===== src/hdl/assert_macros.svh =====
//------------------------------------------------------------------------------
// assertion macros
// concurrent assertion forms used by the supervisor rtl
//------------------------------------------------------------------------------
`ifndef ASSERT_MACROS_SVH
`define ASSERT_MACROS_SVH

// same-cycle implication
`define ASSERT_IMPL(label, clk, rst, ante, cons, msg) \
   label: assert property (@(posedge clk) disable iff (rst) (ante) |-> (cons)) \
      else $error(msg);

// next-cycle implication
`define ASSERT_NEXT(label, clk, rst, ante, cons, msg) \
   label: assert property (@(posedge clk) disable iff (rst) (ante) |=> (cons)) \
      else $error(msg);

`endif


===== src/hdl/cmsup_pkg.sv =====
//------------------------------------------------------------------------------
// cmsup_pkg
// types and constants of the converter mode supervisor
//------------------------------------------------------------------------------
`timescale 1ns / 1ps

package cmsup_pkg;

   localparam int STATUS_W   = 3;
   localparam int THR_W      = 12;
   localparam int DELAY_W    = 16;
   localparam int MEAS_W     = 60;
   localparam int LANES      = 5;
   localparam int CSR_IDX_W  = 2;
   localparam int CSR_DATA_W = 16;
   localparam int MODE_W     = 3;

   localparam int SAMPLE_WIDTH_DEF = 12;
   localparam int COUNT_WIDTH_DEF  = 16;

   localparam logic [THR_W-1:0]   FAIL_THRESHOLD_RST = '0;
   localparam logic [DELAY_W-1:0] READY_DELAY_RST    = DELAY_W'(100);

   typedef enum logic [STATUS_W-1:0] {
      ST_NORMAL   = 3'd0,
      ST_OVER     = 3'd1,
      ST_UNDER    = 3'd2,
      ST_DERATING = 3'd3,
      ST_FAULT    = 3'd4
   } status_type;

   typedef enum logic [MODE_W-1:0] {
      MODE_READY    = 3'd0,
      MODE_NORMAL   = 3'd1,
      MODE_DERATING = 3'd2,
      MODE_FAULT    = 3'd3,
      MODE_FAILURE  = 3'd4
   } mode_type;

   typedef enum logic [CSR_IDX_W-1:0] {
      CSR_FAIL_THRESHOLD = 2'd0,
      CSR_READY_DELAY    = 2'd1
   } csr_index_type;

   typedef struct packed {
      logic [STATUS_W-1:0] hv_voltage;
      logic [STATUS_W-1:0] hv_current;
      logic [STATUS_W-1:0] lv_voltage;
      logic [STATUS_W-1:0] lv_current;
      logic [STATUS_W-1:0] temperature;
      logic [STATUS_W-1:0] battery;
      logic [STATUS_W-1:0] lv_overcurrent;
      logic [STATUS_W-1:0] bus_off;
      logic [STATUS_W-1:0] bus_timeout;
      logic                enable;
   } status_bus_type;

endpackage


===== src/hdl/cmsup_lane.sv =====
//------------------------------------------------------------------------------
// cmsup_lane
// one measurement lane: signed compare against the failure threshold
//------------------------------------------------------------------------------
`timescale 1ns / 1ps

module cmsup_lane #(
   parameter int SAMPLE_WIDTH = cmsup_pkg::SAMPLE_WIDTH_DEF
) (
   input  logic signed [SAMPLE_WIDTH-1:0]     sample,
   input  logic signed [cmsup_pkg::THR_W-1:0] threshold,
   output logic                               hit
);

   logic signed [cmsup_pkg::THR_W-1:0] sample_ext;

   assign sample_ext = cmsup_pkg::THR_W'(sample);
   assign hit        = (sample_ext <= threshold);

endmodule


===== src/hdl/cmsup_mode.sv =====
//------------------------------------------------------------------------------
// cmsup_mode
// merges lane results with status decode; mode state machine and ready counter
//------------------------------------------------------------------------------
`timescale 1ns / 1ps
`include "assert_macros.svh"

module cmsup_mode #(
   parameter int COUNT_WIDTH = cmsup_pkg::COUNT_WIDTH_DEF
) (
   input  logic                                clock,
   input  logic                                reset,
   input  logic                                accept,
   input  cmsup_pkg::status_bus_type           status,
   input  logic [cmsup_pkg::LANES-1:0]         lane_hit,
   input  logic [cmsup_pkg::DELAY_W-1:0]       ready_delay,
   output cmsup_pkg::mode_type                 mode_next
);

   cmsup_pkg::mode_type    mode_ff, mode_in;
   logic [COUNT_WIDTH-1:0] count_ff, count_in;
   logic                   fail_hit;
   logic                   fault_hit;
   logic                   all_normal;
   logic                   ready_flags;
   logic                   delay_met;
   logic                   hv_return;

   assign fail_hit = |lane_hit;

   always_comb begin
      fault_hit = (status.hv_voltage inside {cmsup_pkg::ST_OVER, cmsup_pkg::ST_UNDER})
               || (status.hv_current == cmsup_pkg::ST_OVER)
               || (status.lv_voltage inside {cmsup_pkg::ST_OVER, cmsup_pkg::ST_UNDER})
               || (status.lv_current == cmsup_pkg::ST_OVER)
               || (status.temperature inside {cmsup_pkg::ST_OVER, cmsup_pkg::ST_UNDER})
               || (status.battery == cmsup_pkg::ST_OVER)
               || (status.lv_overcurrent == cmsup_pkg::ST_FAULT);
      all_normal = (status.hv_current == cmsup_pkg::ST_NORMAL)
                && (status.hv_voltage == cmsup_pkg::ST_NORMAL)
                && (status.lv_current == cmsup_pkg::ST_NORMAL)
                && (status.lv_voltage == cmsup_pkg::ST_NORMAL)
                && (status.temperature == cmsup_pkg::ST_NORMAL)
                && (status.battery == cmsup_pkg::ST_NORMAL)
                && (status.lv_overcurrent == cmsup_pkg::ST_NORMAL)
                && (status.bus_off == cmsup_pkg::ST_NORMAL);
      ready_flags = (status.lv_voltage == cmsup_pkg::ST_NORMAL)
                 && (status.temperature == cmsup_pkg::ST_NORMAL)
                 && (status.bus_off == cmsup_pkg::ST_NORMAL)
                 && (status.bus_timeout == cmsup_pkg::ST_NORMAL);
      hv_return = (status.hv_voltage inside {cmsup_pkg::ST_OVER, cmsup_pkg::ST_UNDER})
               && !status.enable;
      delay_met = (cmsup_pkg::DELAY_W'(count_ff) >= ready_delay);
   end

   always_comb begin
      mode_in  = cmsup_pkg::MODE_READY;
      count_in = count_ff;
      case (mode_ff)
         cmsup_pkg::MODE_READY: begin
            if (fail_hit) begin
               mode_in  = cmsup_pkg::MODE_FAILURE;
               count_in = '0;
            end else if (!ready_flags) begin
               mode_in  = cmsup_pkg::MODE_READY;
               count_in = '0;
            end else if (delay_met) begin
               mode_in  = cmsup_pkg::MODE_NORMAL;
            end else begin
               mode_in  = cmsup_pkg::MODE_READY;
               if (!(&count_ff)) begin
                  count_in = count_ff + COUNT_WIDTH'(1);
               end
            end
         end
         cmsup_pkg::MODE_NORMAL: begin
            if (fail_hit) begin
               mode_in  = cmsup_pkg::MODE_FAILURE;
               count_in = '0;
            end else if (fault_hit) begin
               mode_in  = cmsup_pkg::MODE_FAULT;
               count_in = '0;
            end else if (hv_return) begin
               mode_in  = cmsup_pkg::MODE_READY;
            end else if (status.temperature == cmsup_pkg::ST_DERATING) begin
               mode_in  = cmsup_pkg::MODE_DERATING;
            end else begin
               mode_in  = cmsup_pkg::MODE_NORMAL;
            end
         end
         cmsup_pkg::MODE_DERATING: begin
            if (fail_hit) begin
               mode_in  = cmsup_pkg::MODE_FAILURE;
               count_in = '0;
            end else if (fault_hit) begin
               mode_in  = cmsup_pkg::MODE_FAULT;
               count_in = '0;
            end else if (hv_return) begin
               mode_in  = cmsup_pkg::MODE_READY;
            end else if (all_normal) begin
               mode_in  = cmsup_pkg::MODE_NORMAL;
            end else begin
               mode_in  = cmsup_pkg::MODE_DERATING;
            end
         end
         cmsup_pkg::MODE_FAULT: begin
            if (fail_hit) begin
               mode_in  = cmsup_pkg::MODE_FAILURE;
               count_in = '0;
            end else if (all_normal) begin
               mode_in  = cmsup_pkg::MODE_READY;
            end else begin
               mode_in  = cmsup_pkg::MODE_FAULT;
            end
         end
         cmsup_pkg::MODE_FAILURE: begin
            mode_in = all_normal ? cmsup_pkg::MODE_READY : cmsup_pkg::MODE_FAILURE;
         end
         default: begin
            mode_in = cmsup_pkg::MODE_READY;
         end
      endcase
   end

   always_ff @(posedge clock) begin
      if (reset) begin
         mode_ff  <= cmsup_pkg::MODE_READY;
         count_ff <= '0;
      end else if (accept) begin
         mode_ff  <= mode_in;
         count_ff <= count_in;
      end
   end

   assign mode_next = mode_in;

   `ASSERT_NEXT(a_fail_clears_count, clock, reset,
      accept && fail_hit && (mode_ff != cmsup_pkg::MODE_FAILURE),
      count_ff == '0, "failure transaction did not clear ready counter")
   `ASSERT_IMPL(a_ready_exit_delay, clock, reset,
      accept && (mode_ff == cmsup_pkg::MODE_READY) && (mode_in == cmsup_pkg::MODE_NORMAL),
      delay_met && ready_flags, "left ready mode before the delay elapsed")
   `ASSERT_NEXT(a_idle_holds_state, clock, reset, !accept,
      $stable(mode_ff) && $stable(count_ff), "state changed without a transaction")

endmodule


===== src/hdl/converter_mode_supervisor_top.sv =====
//------------------------------------------------------------------------------
// converter_mode_supervisor_top
// converter mode supervisor: five lane threshold compares feeding a mode update
//------------------------------------------------------------------------------
// the new mode is registered and is on rsp_mode in the cycle after the request transaction
// throughput: one transaction per cycle while req_stall is low
// a waiting response stalls the request side only while rsp_stall is high
// reset: mode ready, ready counter zero, threshold 0, ready delay 100
`timescale 1ns / 1ps

module converter_mode_supervisor_top #(
   parameter int SAMPLE_WIDTH = cmsup_pkg::SAMPLE_WIDTH_DEF,
   parameter int COUNT_WIDTH  = cmsup_pkg::COUNT_WIDTH_DEF
) (
   input  logic                                clock,
   input  logic                                reset,
   input  logic                                req_valid,
   output logic                                req_stall,
   input  logic [cmsup_pkg::STATUS_W-1:0]      req_hv_voltage_status,
   input  logic [cmsup_pkg::STATUS_W-1:0]      req_hv_current_status,
   input  logic [cmsup_pkg::STATUS_W-1:0]      req_lv_voltage_status,
   input  logic [cmsup_pkg::STATUS_W-1:0]      req_lv_current_status,
   input  logic [cmsup_pkg::STATUS_W-1:0]      req_temperature_status,
   input  logic [cmsup_pkg::STATUS_W-1:0]      req_battery_status,
   input  logic [cmsup_pkg::STATUS_W-1:0]      req_lv_overcurrent_status,
   input  logic [cmsup_pkg::STATUS_W-1:0]      req_bus_off_status,
   input  logic [cmsup_pkg::STATUS_W-1:0]      req_bus_timeout_status,
   input  logic                                req_converter_enable,
   input  logic [cmsup_pkg::MEAS_W-1:0]        req_measurement_lanes,
   output logic                                rsp_valid,
   input  logic                                rsp_stall,
   output logic [cmsup_pkg::MODE_W-1:0]        rsp_mode,
   input  logic                                csr_valid,
   output logic                                csr_ready,
   input  logic [cmsup_pkg::CSR_IDX_W-1:0]     csr_index,
   input  logic [cmsup_pkg::CSR_DATA_W-1:0]    csr_wdata
);

   logic [cmsup_pkg::THR_W-1:0]   threshold_ff, threshold_in;
   logic [cmsup_pkg::DELAY_W-1:0] delay_ff, delay_in;
   logic                          rsp_valid_ff, rsp_valid_in;
   logic [cmsup_pkg::MODE_W-1:0]  rsp_mode_ff, rsp_mode_in;
   logic                          req_accept;
   logic [cmsup_pkg::LANES-1:0]   lane_hit;
   cmsup_pkg::status_bus_type     status;
   cmsup_pkg::mode_type           mode_next;

   assign req_stall  = rsp_valid_ff && rsp_stall;
   assign req_accept = req_valid && !req_stall;
   assign csr_ready  = 1'b1;

   // configuration registers
   always_comb begin
      threshold_in = threshold_ff;
      delay_in     = delay_ff;
      if (csr_valid) begin
         case (csr_index)
            cmsup_pkg::CSR_FAIL_THRESHOLD: threshold_in = csr_wdata[cmsup_pkg::THR_W-1:0];
            cmsup_pkg::CSR_READY_DELAY:    delay_in     = csr_wdata[cmsup_pkg::DELAY_W-1:0];
            default: ;
         endcase
      end
   end

   always_ff @(posedge clock) begin
      if (reset) begin
         threshold_ff <= cmsup_pkg::FAIL_THRESHOLD_RST;
         delay_ff     <= cmsup_pkg::READY_DELAY_RST;
      end else begin
         threshold_ff <= threshold_in;
         delay_ff     <= delay_in;
      end
   end

   assign status = '{
      hv_voltage:     req_hv_voltage_status,
      hv_current:     req_hv_current_status,
      lv_voltage:     req_lv_voltage_status,
      lv_current:     req_lv_current_status,
      temperature:    req_temperature_status,
      battery:        req_battery_status,
      lv_overcurrent: req_lv_overcurrent_status,
      bus_off:        req_bus_off_status,
      bus_timeout:    req_bus_timeout_status,
      enable:         req_converter_enable
   };

   for (genvar i = 0; i < cmsup_pkg::LANES; i++) begin : g_lane
      cmsup_lane #(
         .SAMPLE_WIDTH(SAMPLE_WIDTH)
      ) u_lane (
         .sample    (req_measurement_lanes[i*SAMPLE_WIDTH +: SAMPLE_WIDTH]),
         .threshold (threshold_ff),
         .hit       (lane_hit[i])
      );
   end

   cmsup_mode #(
      .COUNT_WIDTH(COUNT_WIDTH)
   ) u_mode (
      .clock       (clock),
      .reset       (reset),
      .accept      (req_accept),
      .status      (status),
      .lane_hit    (lane_hit),
      .ready_delay (delay_ff),
      .mode_next   (mode_next)
   );

   // output register
   always_comb begin
      rsp_valid_in = rsp_valid_ff && rsp_stall;
      rsp_mode_in  = rsp_mode_ff;
      if (req_accept) begin
         rsp_valid_in = 1'b1;
         rsp_mode_in  = mode_next;
      end
   end

   always_ff @(posedge clock) begin
      if (reset) begin
         rsp_valid_ff <= 1'b0;
      end else begin
         rsp_valid_ff <= rsp_valid_in;
      end
   end

   always_ff @(posedge clock) begin
      rsp_mode_ff <= rsp_mode_in;
   end

   assign rsp_valid = rsp_valid_ff;
   assign rsp_mode  = rsp_mode_ff;

endmodule

===== config.mk =====
export PLATFORM = sky130hd
export DESIGN_NAME = converter_mode_supervisor_top
export DESIGN_NICKNAME = d
export VERILOG_FILES = /design/src/hdl/cmsup_pkg.sv /design/src/hdl/cmsup_lane.sv /design/src/hdl/cmsup_mode.sv /design/src/hdl/converter_mode_supervisor_top.sv
export VERILOG_INCLUDE_DIRS = /design/src /design/src/hdl
export SDC_FILE = /design/constraint.sdc
export NUM_CORES = 1
export LEC_CHECK = 0
export BUFFER_PORTS_ARGS = -buffer_cell sky130_fd_sc_hd__buf_2
export CAP_MARGIN = 10
export CORE_MARGIN = 3
export CORE_UTILIZATION = 30
export CTS_CLUSTER_SIZE = 24
export DETAILED_ROUTE_END_ITERATION = 8
export PLACE_DENSITY = 0.53
export SYNTH_ARGS = -nofsm -noshare
export SYNTH_HDL_FRONTEND = slang
export SYNTH_SLANG_ARGS = --single-unit
export TNS_END_PERCENT = 5

===== constraint.sdc =====
create_clock -name clock -period 6.6 [get_ports clock]
set_input_delay 0.66 -clock clock [delete_from_list [all_inputs] [get_ports clock]]
set_output_delay 0.66 -clock clock [all_outputs]
set_load 0.02 [all_outputs]

# Yosys cells after proc, flatten, opt, wreduce, memory -nomap -nowiden
# Cells that the tools add are included.
[totals]
mem_bits_ro = 0
reg_bits = 51
in_bits = 111
latchBits = 0
n_memories = 0
elab_cells = 99
ram_bits = 0
[classes]
n_reduce_logical = 42
eq_ne = 20
order_cmp = 6
n_addsub = 1
n_mux = 24
n_div = 0
bitwise_logic = 0
n_shift = 0
mul = 0
[ops]
columns = ["op", "n"]
rows = [
  ["two-way mux 16 bit", 7],
  ["less-or-equal comparator 12 bit", 5],
  ["one-hot mux 16 bit (3 select lines)", 1],
  ["zero test 3 bit", 10],
  ["two-way mux 3 bit", 10],
  ["== test 3 x 1 -> 1 bit, second input constant", 7],
  ["== test 3 x 2 -> 1 bit, second input constant", 6],
  ["adder 16 x 1 -> 16 bit, second input constant", 1],
  ["greater-or-equal comparator 16 bit", 1],
  ["AND reduction 16 bit", 1],
  ["one-hot mux 3 bit (5 select lines)", 1],
  ["logical AND 1 bit", 13],
  ["inequality test 4 x 3 -> 1 bit, second input constant", 2],
  ["== test 3 bit, second input constant", 2],
  ["logical OR 1 bit", 6],
  ["two-way mux 2 bit", 3],
  ["AND reduction 6 bit", 1],
  ["nonzero test 2 bit", 3],
  ["OR reduction 5 bit", 1],
  ["AND reduction 2 bit", 2],
  ["inequality test 3 x 1 -> 1 bit, second input constant", 1],
  ["nonzero test 3 bit", 1],
  ["== test 2 x 1 -> 1 bit, second input constant", 1],
  ["zero test 1 bit", 2],
  ["other kinds (4)", 5],
]

# Longest topological paths before layout
# Gate-level depths: netlist of the first run.
[logic_depth]
ltp_word = 13
depth_mapped = 11
ltp_nobuf = 10

# Modules after synthesis
# Synthesis of the first run repeated with hierarchy kept, for this count alone.
[hier_totals]
hier_cells = 568
area_unflattened_um2 = 4734.5
[by_module_without_submodules]
columns = ["mod", "cells_per_inst", "area_per_inst_um2", "instances"]
rows = [
  ["cmsup_mode", 236, 1793.0, 1],
  ["converter_mode_supervisor_top", 125, 1355.0, 1],
  ["cmsup_lane at g_lane[0].u_lane ...", 41, 319.1, 4],
  ["cmsup_lane at g_lane[3].u_lane", 43, 310.3, 1],
]

# Worst setup path after synthesis of the first run
# No wires, ideal clock.
[synth_path]
path_type = "in2reg"
start = "in req_measurement_lanes[6] (netlist name)"
end = "reg u_mode.count_ff[10]"
arrival_time_ns = 2.710
path_slack_ns = 3.815
path_stages = 10
setup_ns = 0.075
path_cell_list = "ha_1 -> a21oi_1 -> a211oi_2 -> nor3_1 -> a21oi_1 -> nor4_4 -> nand3_2 -> buf_6 -> o31a_1 -> o22ai_1"
[synth_between]
elab_chain_len = 4
[synth_lines]
columns = ["item", "line_no", "rtl"]
rows = [
  ["start: declaration", "converter_mode_supervisor_top.sv:29", "input logic [cmsup_pkg::MEAS_W-1:0] req_measurement_lanes,"],
  ["less-or-equal comparator 12 bit (*)", "cmsup_lane.sv:18", "assign hit = (sample_ext <= threshold);"],
  ["OR reduction 5 bit (*)", "cmsup_mode.sv:29", "assign fail_hit = |lane_hit;"],
  ["inequality test 4 x 3 -> 1 bit (no line), or another cell as far along", "n/a", ""],
  ["AND reduction 6 bit (no line) / one-hot mux 16 bit (3 select lines) (equally long branches)", "n/a", ""],
  ["end signal: assignment", "cmsup_mode.sv:131", "count_ff <= count_in;"],
  ["end: declaration", "cmsup_mode.sv:21", "logic [COUNT_WIDTH-1:0] count_ff, count_in;"],
]
# Mark *: on every way between the ends. The rest lies on a longest branch, timed or not.
# A chain may end at the register's enable or synchronous reset.

# Worst setup path after layout of the first run
[layout_path]
start = "reg threshold_ff[11] (netlist name)"
end = "reg u_mode.count_ff[9]"
[layout_between]
elab_chain_len = 4
[layout_lines]
columns = ["item", "line_no", "rtl"]
rows = [
  ["start: declaration", "converter_mode_supervisor_top.sv:39", "logic [cmsup_pkg::THR_W-1:0] threshold_ff, threshold_in;"],
  ["start signal: assignment", "converter_mode_supervisor_top.sv:67", "threshold_ff <= cmsup_pkg::FAIL_THRESHOLD_RST;"],
  ["start signal: assignment", "converter_mode_supervisor_top.sv:70", "threshold_ff <= threshold_in;"],
  ["less-or-equal comparator 12 bit", "cmsup_lane.sv:18", ""],
  ["OR reduction 5 bit (*)", "cmsup_mode.sv:29", ""],
  ["inequality test 4 x 3 -> 1 bit (no line), or another cell as far along", "n/a", ""],
  ["AND reduction 6 bit (no line) / one-hot mux 16 bit (3 select lines) (equally long branches)", "n/a", ""],
]
# Marked as above.

==> results.sh, run 1 <==
export IMPL_status="completed"
export IMPL_clock_sinks=51
export IMPL_portBuffers=115
export IMPL_htreeDepth=2
export IMPL_tightest_slew_ps=729
export IMPL_grt_pass1_vias=4214
export IMPL_r2r_slack_ps=3180
export IMPL_ctsHoldBuffers=0
export IMPL_synth_nets=742
export IMPL_io_pins=117
export IMPL_ys_types=64
export IMPL_synth_common_cells="77 x ha_1, 63 x nor2_1, 60 x nand2_1, 54 x inv_1, 51 x a21oi_1"
export IMPL_min_from="delay_ff[14]"
export IMPL_r2r_cells=10
export IMPL_ys_seq_area_frac=0.243
export IMPL_period_share=0.518
export IMPL_post_cts_buffers=0
export IMPL_p_leak_nw=2.32
export IMPL_synth_avg_cell_area_sq_um=7.82
export IMPL_ys_top_cells_by_area="ha_1 22%, dfxtp_1 22%, a21oi_1 5.9%, nor2_1 5.5%, nand2_1 5.2%"
export IMPL_cp_required_ps=6830
export IMPL_drt_vias_per_instance=5.10
export IMPL_layout_nets=849
export IMPL_clock_latency_ps=290
export IMPL_synth_top_cell_area_share=0.222
export IMPL_grt_pass1_wl_um=20600
export IMPL_gp_congestion=0.906
export IMPL_setup_viol=0
export IMPL_cts_resized=0
export IMPL_syn_inst=554
export IMPL_grt_setup_unrepaired="no"
export IMPL_async_flop_share=0
export IMPL_maxCapViolCount=0
export IMPL_hold_depth=2
export IMPL_r2r_end="u_mode.count_ff[9]"
export IMPL_timing_final_max_slew_violations=0
export IMPL_diodes=0
export IMPL_drive_gt1_frac=0.208
export IMPL_setup_worst_path_start_class="register"
export IMPL_fmax_mhz=292
export IMPL_die_h_um=126
export IMPL_synth_seq_cells=51
export IMPL_grt_overflow=0
export IMPL_crit_reg2reg_launch="threshold_ff[11]"
export IMPL_ir_worst_vdd_v=0.000106
export IMPL_start_util=0.310
export IMPL_drcViolationCount=0
export IMPL_area_delta_synth_final_pct=20.1
export IMPL_via_count=4290
export IMPL_n_fill_cell=1508
export IMPL_syn_area_sq_mm=0.00433
export IMPL_synth_ff_type="dfxtp_1"
export IMPL_grt_start_max_net_pins=31
export IMPL_die_area_sq_mm=0.0159
export IMPL_cts_buffer_depth=2
export IMPL_critPathMaxFanout=16
export IMPL_slew_headroom=0.514
export IMPL_synth_edf_count=3
export IMPL_finalHoldViolCount=0
export IMPL_dp_hpwl_um=10500
export IMPL_root_buffer="clkbuf_16"
export IMPL_cts_tree="built"
export IMPL_fin_skew_ps=10.2
export IMPL_drt_antenna_violating_nets=0
export IMPL_post_route_util=0.372
export IMPL_core_area_sq_mm=0.0140
export IMPL_rows=43
export IMPL_yosysWarnings=0
export IMPL_cp_arrival_ps=3650
export IMPL_drt_initial_drc_count=240
export IMPL_worstSetupPathType="register to register"
export IMPL_powerDensity_mw_per_mm2=146
export IMPL_post_route_min_period_ps=3420
export IMPL_route_final_wire_length_um=12700
export IMPL_cts_buffers=5
export IMPL_drt_pass1_iterations=5
export IMPL_grt_util_all_layers=0.157
export IMPL_tns_ps=0
export IMPL_hold_class="register to register"
export IMPL_end_kind="register"
export IMPL_synth_area_leader_cell="ha_1"
export IMPL_path_clk_slew_ps=60
export IMPL_hold_path_end="delay_ff[14]"
export IMPL_wl_per_cell_um=15.1
export IMPL_antenna_found_initial=0
export IMPL_synth_most_common_cell="ha_1"
export IMPL_die_w_um=126
per-stage QoR:
stage	instance area, sq um	power (mW)	cells	hold slack (ps)	setup WS, ps
2_1_floorplan	4330	0.441	554	436	3820
3_3_place_gp	5060	0.506	834	448	3010
3_5_place_dp	5060	0.512	834	451	2920
4_1_cts	5200	0.769	842	461	3190
5_1_grt	5200	0.810	842	482	2960
6_report	5200	0.760	842	461	3180
critical path: stages (launching register included):
cell and delay, ps:
dfxtp_1 320, inv_1 130, ha_1 370, nand3_2 120, nor3_2 290, o21ai_1 170
and3_4 220, nor4_4 460, nand3_2 430, nor3_4 630, a211o_1 210
worst max-delay path by stage:
stage | start | end | depth (start not counted)
after global placement | req_measurement_lanes[11] | u_mode.count_ff[8] | 10
after detailed placement | req_measurement_lanes[11] | u_mode.count_ff[2] | 10
after global routing | threshold_ff[11] | u_mode.count_ff[12] | 10
after floorplan | req_measurement_lanes[6] | u_mode.count_ff[10] | 10
final | threshold_ff[11] | u_mode.count_ff[9] | 10
after CTS | threshold_ff[11] | u_mode.count_ff[9] | 10
state kept, by name, indices dropped and copies added, names as in the netlist:
name and cells:
threshold_ff 12, rsp_valid 1, delay_ff 16, u_mode.count_ff 16
rsp_mode 3, u_mode.mode_ff 3
power breakdown:
group	internal (mW)	leakage, nW	switching [mW]
logic	0.0785	1.83	0.104
registers	0.319	0.418	0.00442
clock network	0.141	0.0708	0.114
total	0.538	2.32	0.222
cell usage in the layout (no fill, tap or decap), types with 5 or more instances in the layout:
master / n
ha_1: 77
buf_2: 115
nor2_1: 63
nor3b_1: 6
nor4_1: 13
nand2b_1: 7
nand2_1: 60
nand4_1: 14
clkbuf_16: 5
o31ai_1: 5
nor3_1: 14
inv_1: 54
a211o_1: 11
dfxtp_1: 48
o21ai_1: 5
a21oi_1: 51
nand3_1: 18
o21ai_0: 11
o211ai_1: 5
a21o_1: 6
per-layer routing:
| layer | GRT usage | part of all wire | up-vias |
|---|---|---|---|
| li1 | - | - | 2207 |
| met1 | 0.221 | 0.48 | 1950 |
| met2 | 0.255 | 0.44 | 123 |
| met3 | 0.0284 | 0.067 | 10 |
| met4 | 0.0271 | 0.011 | 0 |
| met5 | 0 | 0 | - |
cell families after synthesis:
logic type	after synthesis	share of synthesized area
compound gates	120	0.181
mux	4	0.00924
xor+xnor	3	0.00607
simple gates	227	0.268
other cells	1	0.000865
flops	51	0.243
fa+ha+maj	78	0.225
buf+inv	70	0.0667
area by class of cell:
| type | count | area, sq um | area share |
|---|---|---|---|
| clock inverter | 2 | 13.8 | 0.00265 |
| sequential | 51 | 1050 | 0.202 |
| timing repair buffer | 116 | 583 | 0.112 |
| clock buffer | 6 | 129 | 0.0248 |
| multi-input combinational | 433 | 3000 | 0.576 |
| tap | 180 | 225 | 0.0433 |
| inverter | 54 | 203 | 0.0390 |
Note: power is estimated with default switching activity, not from simulation.
==> run 2, diff against run 1 <==
==> constraint.sdc (replaced) <==
create_clock -name clock -period 3.3 [get_ports clock]
set_input_delay 0.33 -clock clock [delete_from_list [all_inputs] [get_ports clock]]
set_output_delay 0.33 -clock clock [all_outputs]
set_load 0.02 [all_outputs]
==> run 2 against run 1 <==
Net effect:
- cell area grew 1.5%
- count of clock-buffer cells in the layout grew 1
- wire length up 2.2%
- flip-flop and latch count stayed put
- worst setup slack got worse by 2900 ps
- sequential share of layout area decreased by 0.30 points
- global-route usage grew 0.39 points
- highest routed layer unchanged
- total power up 120%
- critical path depth up 1
- register-to-register slack worse by 2900 ps
- final cell count up 0.59%
==> results.sh, run 2 (synthesis gave the netlist of run 1 again) <==
export IMPL_status="completed"
export IMPL_dp_hpwl_um=10800
export IMPL_fin_skew_ps=3.64
export IMPL_post_route_util=0.378
export IMPL_ctsHoldBuffers=0
export IMPL_via_count=4309
export IMPL_fin_ws_ps=299
export IMPL_cts_tree="built"
export IMPL_cp_arrival_ps=3240
export IMPL_slew_headroom=0.510
export IMPL_critPathBufInv=2
export IMPL_grt_overflow=0
export IMPL_fin_area_sq_mm=0.00528
export IMPL_final_common_cell="buf_2"
export IMPL_setup_worst_path_start_class="register"
export IMPL_antenna_found_initial=0
export IMPL_worstSetupPathType="register to register"
export IMPL_cts_buffer_depth=2
export IMPL_max_stage_delay_ps=470
export IMPL_post_cts_buffers=0
export IMPL_clkPwrFrac=0.385
export IMPL_pwr_share_seq=0.391
export IMPL_route_final_wire_length_um=13000
export IMPL_drt_initial_drc_count=177
export IMPL_grt_pass1_vias=4264
export IMPL_switching_share=0.273
export IMPL_start_util=0.310
export IMPL_p_comb_frac=0.223
export IMPL_cts_buffers=5
export IMPL_most_common_layout_cells="115 x buf_2, 77 x ha_1, 63 x nor2_1"
export IMPL_grt_util_all_layers=0.161
export IMPL_layout_nets=854
export IMPL_tns_ps=0
export IMPL_clock_sinks=51
export IMPL_maxCapViolCount=0
export IMPL_grt_start_max_net_pins=24
export IMPL_end_kind="register"
export IMPL_clock_latency_ps=290
export IMPL_fmax_mhz=333
export IMPL_post_route_min_period_ps=3000
export IMPL_p_leak_nw=2.36
export IMPL_die_area_sq_mm=0.0159
export IMPL_htreeDepth=2
export IMPL_pre_cts_ws_ps=241
export IMPL_grt_pass1_wl_um=21000
export IMPL_drt_pass1_iterations=4
export IMPL_placed_cells=839
export IMPL_cp_required_ps=3540
export IMPL_powerDensity_mw_per_mm2=313
export IMPL_instances_no_fill=847
export IMPL_setup_viol=0
export IMPL_top_regs="delay_ff (16), u_mode.count_ff (16), threshold_ff (12)"
export IMPL_critPathMaxFanout=9
export IMPL_path_clk_slew_ps=70
export IMPL_cts_resized=0
export IMPL_hold_worst_slack_ps=271
export IMPL_drt_antenna_violating_nets=0
export IMPL_tightest_slew_ps=735
export IMPL_diodes=0
export IMPL_dpl_cell_area_sq_mm=0.00510
export IMPL_root_buffer="clkbuf_16"
export IMPL_drt_vias_per_instance=5.09
export IMPL_p_sw_mw=0.451
export IMPL_drive_gt1_frac=0.214
export IMPL_core_area_sq_mm=0.0140
export IMPL_crit_chain="inv_1, ha_1, nand4_1, nor3_1, or3_1, mux2i_1, nor4_4, nand3_2, buf_4, nor4b_1, a211o_1"
export IMPL_finalHoldViolCount=0
export IMPL_critPathTopFamily="simple AND/OR/NAND/NOR gates"
export IMPL_die_w_um=126
export IMPL_ir_worst_vdd_v=0.000234
export IMPL_die_h_um=126
export IMPL_drcViolationCount=0
export IMPL_period_share=0.909
export IMPL_portBuffers=115
export IMPL_hold_class="input pin to register"
export IMPL_total_power_mw=1.65
export IMPL_io_pins=117
export IMPL_rows=43
export IMPL_area_delta_synth_final_pct=21.9
export IMPL_gp_congestion=0.832
export IMPL_slowest_stage="nor4_4"
export IMPL_wl_per_cell_um=15.4
export IMPL_p_int_mw=1.20
export IMPL_timing_final_max_slew_violations=0
export IMPL_grt_setup_unrepaired="no"
-- run 2: changes by cell type in the layout (fill, tap and decap cells not counted), sizes merged --
cell / delta
bufinv: +1
clkbuf: +1
clkinv: -2
buf: +5
-- run 2: worst reg2reg max path, cell delays in order (launching register included) --
cell,delay [ps]
dfxtp_1,310
inv_1,110
ha_1,380
nand4_1,240
nor3_1,230
or3_1,170
mux2i_1,120
nor4_4,470
nand3_2,270
buf_4,260
nor4b_1,270
a211o_1,140
-- run 2: power by group through the flow --
stage          sequential [mW]  combinational [mW]  clock [mW]
6_report                 0.646               0.369       0.637
5_1_grt                  0.648               0.418       0.670
4_1_cts                  0.646               0.371       0.650
3_5_place_dp             0.660               0.369           0
3_3_place_gp             0.660               0.360           0
2_1_floorplan            0.659               0.223           0
-- run 2: metal layers --
metal  vias up  wire, um  global-route usage
met5         -         0                   0
met4         0        65              0.0233
met3         5       700              0.0237
met2       103      5890               0.266
met1      1992      6380               0.228
li1       2209         -                   -
-- run 2: final timing paths --
check,start,to,slack [ps],cells past startpoint
min,req_valid,rsp_valid,270,2
min reg2reg,delay_ff[4],delay_ff[4],460,2
max,threshold_ff[11],u_mode.count_ff[14],300,11
max reg2reg,threshold_ff[11],u_mode.count_ff[14],300,11
-- run 2: final cells by class --
| cell class | instances | area (sq um) |
|---|---|---|
| clock buffer | 7 | 154 |
| clock inverter | 1 | 30.0 |
| fill | 1466 | 8710 |
| inverter | 54 | 203 |
| multi-input combinational | 433 | 3000 |
| sequential | 51 | 1050 |
| tap | 180 | 225 |
| timing repair buffer | 121 | 621 |
==> run 3, diff against run 2 <==
--- a/config.mk
+++ b/config.mk
@@ -9,10 +9,10 @@
 export BUFFER_PORTS_ARGS = -buffer_cell sky130_fd_sc_hd__buf_2
 export CAP_MARGIN = 10
 export CORE_MARGIN = 3
-export CORE_UTILIZATION = 30
+export CORE_UTILIZATION = 54
 export CTS_CLUSTER_SIZE = 24
 export DETAILED_ROUTE_END_ITERATION = 8
-export PLACE_DENSITY = 0.53
+export PLACE_DENSITY = 0.84
 export SYNTH_ARGS = -nofsm -noshare
 export SYNTH_HDL_FRONTEND = slang
 export SYNTH_SLANG_ARGS = --single-unit
==> run 3 against run 2 <==
Net effect:
- highest routed layer unchanged
- maximum frequency decreased by 3.4%
- largest cell class unchanged
- critical path type unchanged
- clock power down 38%
- combinational power is 1% lower
- core utilization increased by 28 points
- first-iteration DRC count rose by 9.0%
==> results.sh, run 3 (synthesis gave the netlist of run 1 again) <==
export IMPL_dpl_cell_area_sq_mm=0.00500
export IMPL_p_comb_frac=0.260
export IMPL_gp_congestion=0.910
export IMPL_fin_ws_ps=195
export IMPL_powerDensity_mw_per_mm2=276
export IMPL_drt_initial_drc_count=193
export IMPL_hold_depth=3
export IMPL_io_pins=117
export IMPL_fin_skew_ps=10.4
export IMPL_post_route_min_period_ps=3110
export IMPL_dp_hpwl_um=9680
export IMPL_pwr_share_seq=0.460
export IMPL_root_buffer="clkbuf_8"
export IMPL_p_leak_nw=2.32
export IMPL_status="completed"
export IMPL_drt_antenna_violating_nets=0
export IMPL_post_route_util=0.656
export IMPL_p_int_mw=0.954
export IMPL_pre_cts_ws_ps=285
export IMPL_cp_required_ps=3540
export IMPL_grt_pass1_vias=4234
export IMPL_ir_worst_vdd_v=0.000168
export IMPL_multi_input_area_sq_mm=0.00300
export IMPL_grt_overflow=0
export IMPL_setup_viol=0
export IMPL_critPathTopFamily="simple AND/OR/NAND/NOR gates"
export IMPL_fin_area_sq_mm=0.00509
export IMPL_antenna_found_initial=0
export IMPL_die_h_um=95.6
export IMPL_tns_ps=0
export IMPL_critPathBufInv=1
export IMPL_rows=32
export IMPL_route_final_wire_length_um=11800
export IMPL_portBuffers=115
export IMPL_drt_pass1_iterations=4
export IMPL_cts_tree="built"
export IMPL_area_delta_synth_final_pct=17.6
export IMPL_r2r_cells=10
export IMPL_fmax_mhz=322
export IMPL_max_stage_delay_ps=470
export IMPL_finalHoldViolCount=0
export IMPL_hold_worst_slack_ps=236
export IMPL_drive_gt1_frac=0.216
export IMPL_via_count=4457
export IMPL_ctsHoldBuffers=0
export IMPL_slowest_stage="or3_1"
export IMPL_worst_path_most_repeated_cell="a21oi_1"
export IMPL_clock_sinks=51
export IMPL_hold_class="input pin to register"
export IMPL_clkPwrFrac=0.280
export IMPL_die_w_um=95.6
export IMPL_cts_buffer_depth=2
export IMPL_drcViolationCount=0
export IMPL_period_share=0.941
export IMPL_grt_setup_unrepaired="no"
export IMPL_critPathMaxFanout=10
export IMPL_clock_latency_ps=320
export IMPL_maxCapViolCount=0
export IMPL_setup_worst_path_start_class="register"
export IMPL_p_sw_mw=0.450
export IMPL_cp_arrival_ps=3340
export IMPL_worstSetupPathType="register to register"
export IMPL_end_kind="register"
export IMPL_htreeDepth=2
export IMPL_tightest_slew_ps=688
export IMPL_switching_share=0.320
export IMPL_cp_num_cells=10
export IMPL_slew_headroom=0.541
export IMPL_crit_chain="inv_1, ha_1, a21oi_1, a211oi_2, nor3_1, a21oi_1, nor4_4, nand3_2, or3_1, mux2i_1"
export IMPL_seq_area_sq_mm=0.00105
export IMPL_final_common_cell="buf_2"
export IMPL_core_area_sq_mm=0.00777
export IMPL_top_regs="delay_ff (16), u_mode.count_ff (16), threshold_ff (12)"
export IMPL_post_cts_buffers=0
export IMPL_layout_nets=854
export IMPL_grt_start_max_net_pins=31
export IMPL_cts_buffers=5
export IMPL_most_common_layout_cells="115 x buf_2, 77 x ha_1, 63 x nor2_1"
export IMPL_grt_util_all_layers=0.258
export IMPL_wl_per_cell_um=15.4
export IMPL_n_fill_cell=681
export IMPL_drt_vias_per_instance=5.80
export IMPL_grt_pass1_wl_um=18900
export IMPL_path_clk_slew_ps=110
export IMPL_timing_final_max_slew_violations=0
export IMPL_die_area_sq_mm=0.00913
export IMPL_cts_resized=0
export IMPL_diodes=0
export IMPL_start_util=0.558
==> run 3: tightest hold or removal path, cell delays in order <==
cell     delay (ps)
buf_2            90
nand2_1          40
a21oi_1          50
==> run 3: per-stage QoR <==
| stage | std cells | power [mW] |
|---|---|---|
| after global placement | 761 | 1.00 |
| after detailed placement | 761 | 1.02 |
| after global routing | 769 | 1.48 |
| after floorplan | 554 | 0.882 |
| after CTS | 769 | 1.40 |
| final | 769 | 1.40 |
==> run 3: routing by layer <==
layer | track usage | up-vias | wire length, um | share of wire
met5 | 0 | - | 0 | 0
met4 | 0.0758 | 0 | 247 | 0.021
met3 | 0.0339 | 24 | 660 | 0.056
met2 | 0.475 | 173 | 5780 | 0.49
met1 | 0.310 | 2044 | 5130 | 0.43
li1 | - | 2216 | - | -
==> run 3: worst paths after layout <==
check / slack (ps) / end / from
max: 190 / u_mode.count_ff[0] / threshold_ff[6]
min reg2reg: 460 / delay_ff[8] / delay_ff[8]
max reg2reg: 190 / u_mode.count_ff[0] / threshold_ff[6]
min: 240 / delay_ff[14] / csr_wdata[14]
==> run 3: area by class of cell <==
| cell class | count | area share |
|---|---|---|
| clock buffers | 5 | 0.0135 |
| clock inverters | 3 | 0.00516 |
| inverters | 54 | 0.0398 |
| multi-input cells | 433 | 0.588 |
| flip-flops and latches | 51 | 0.206 |
| well taps | 102 | 0.0250 |
| repair buffers | 121 | 0.122 |
==> run 3: power by group through the flow <==
stage	Sequential (mW)	Combinational, mW	Clock [mW]
6_report	0.645	0.365	0.393
2_1_floorplan	0.659	0.223	0
3_3_place_gp	0.659	0.341	0
5_1_grt	0.648	0.409	0.423
4_1_cts	0.645	0.362	0.397
3_5_place_dp	0.660	0.360	0
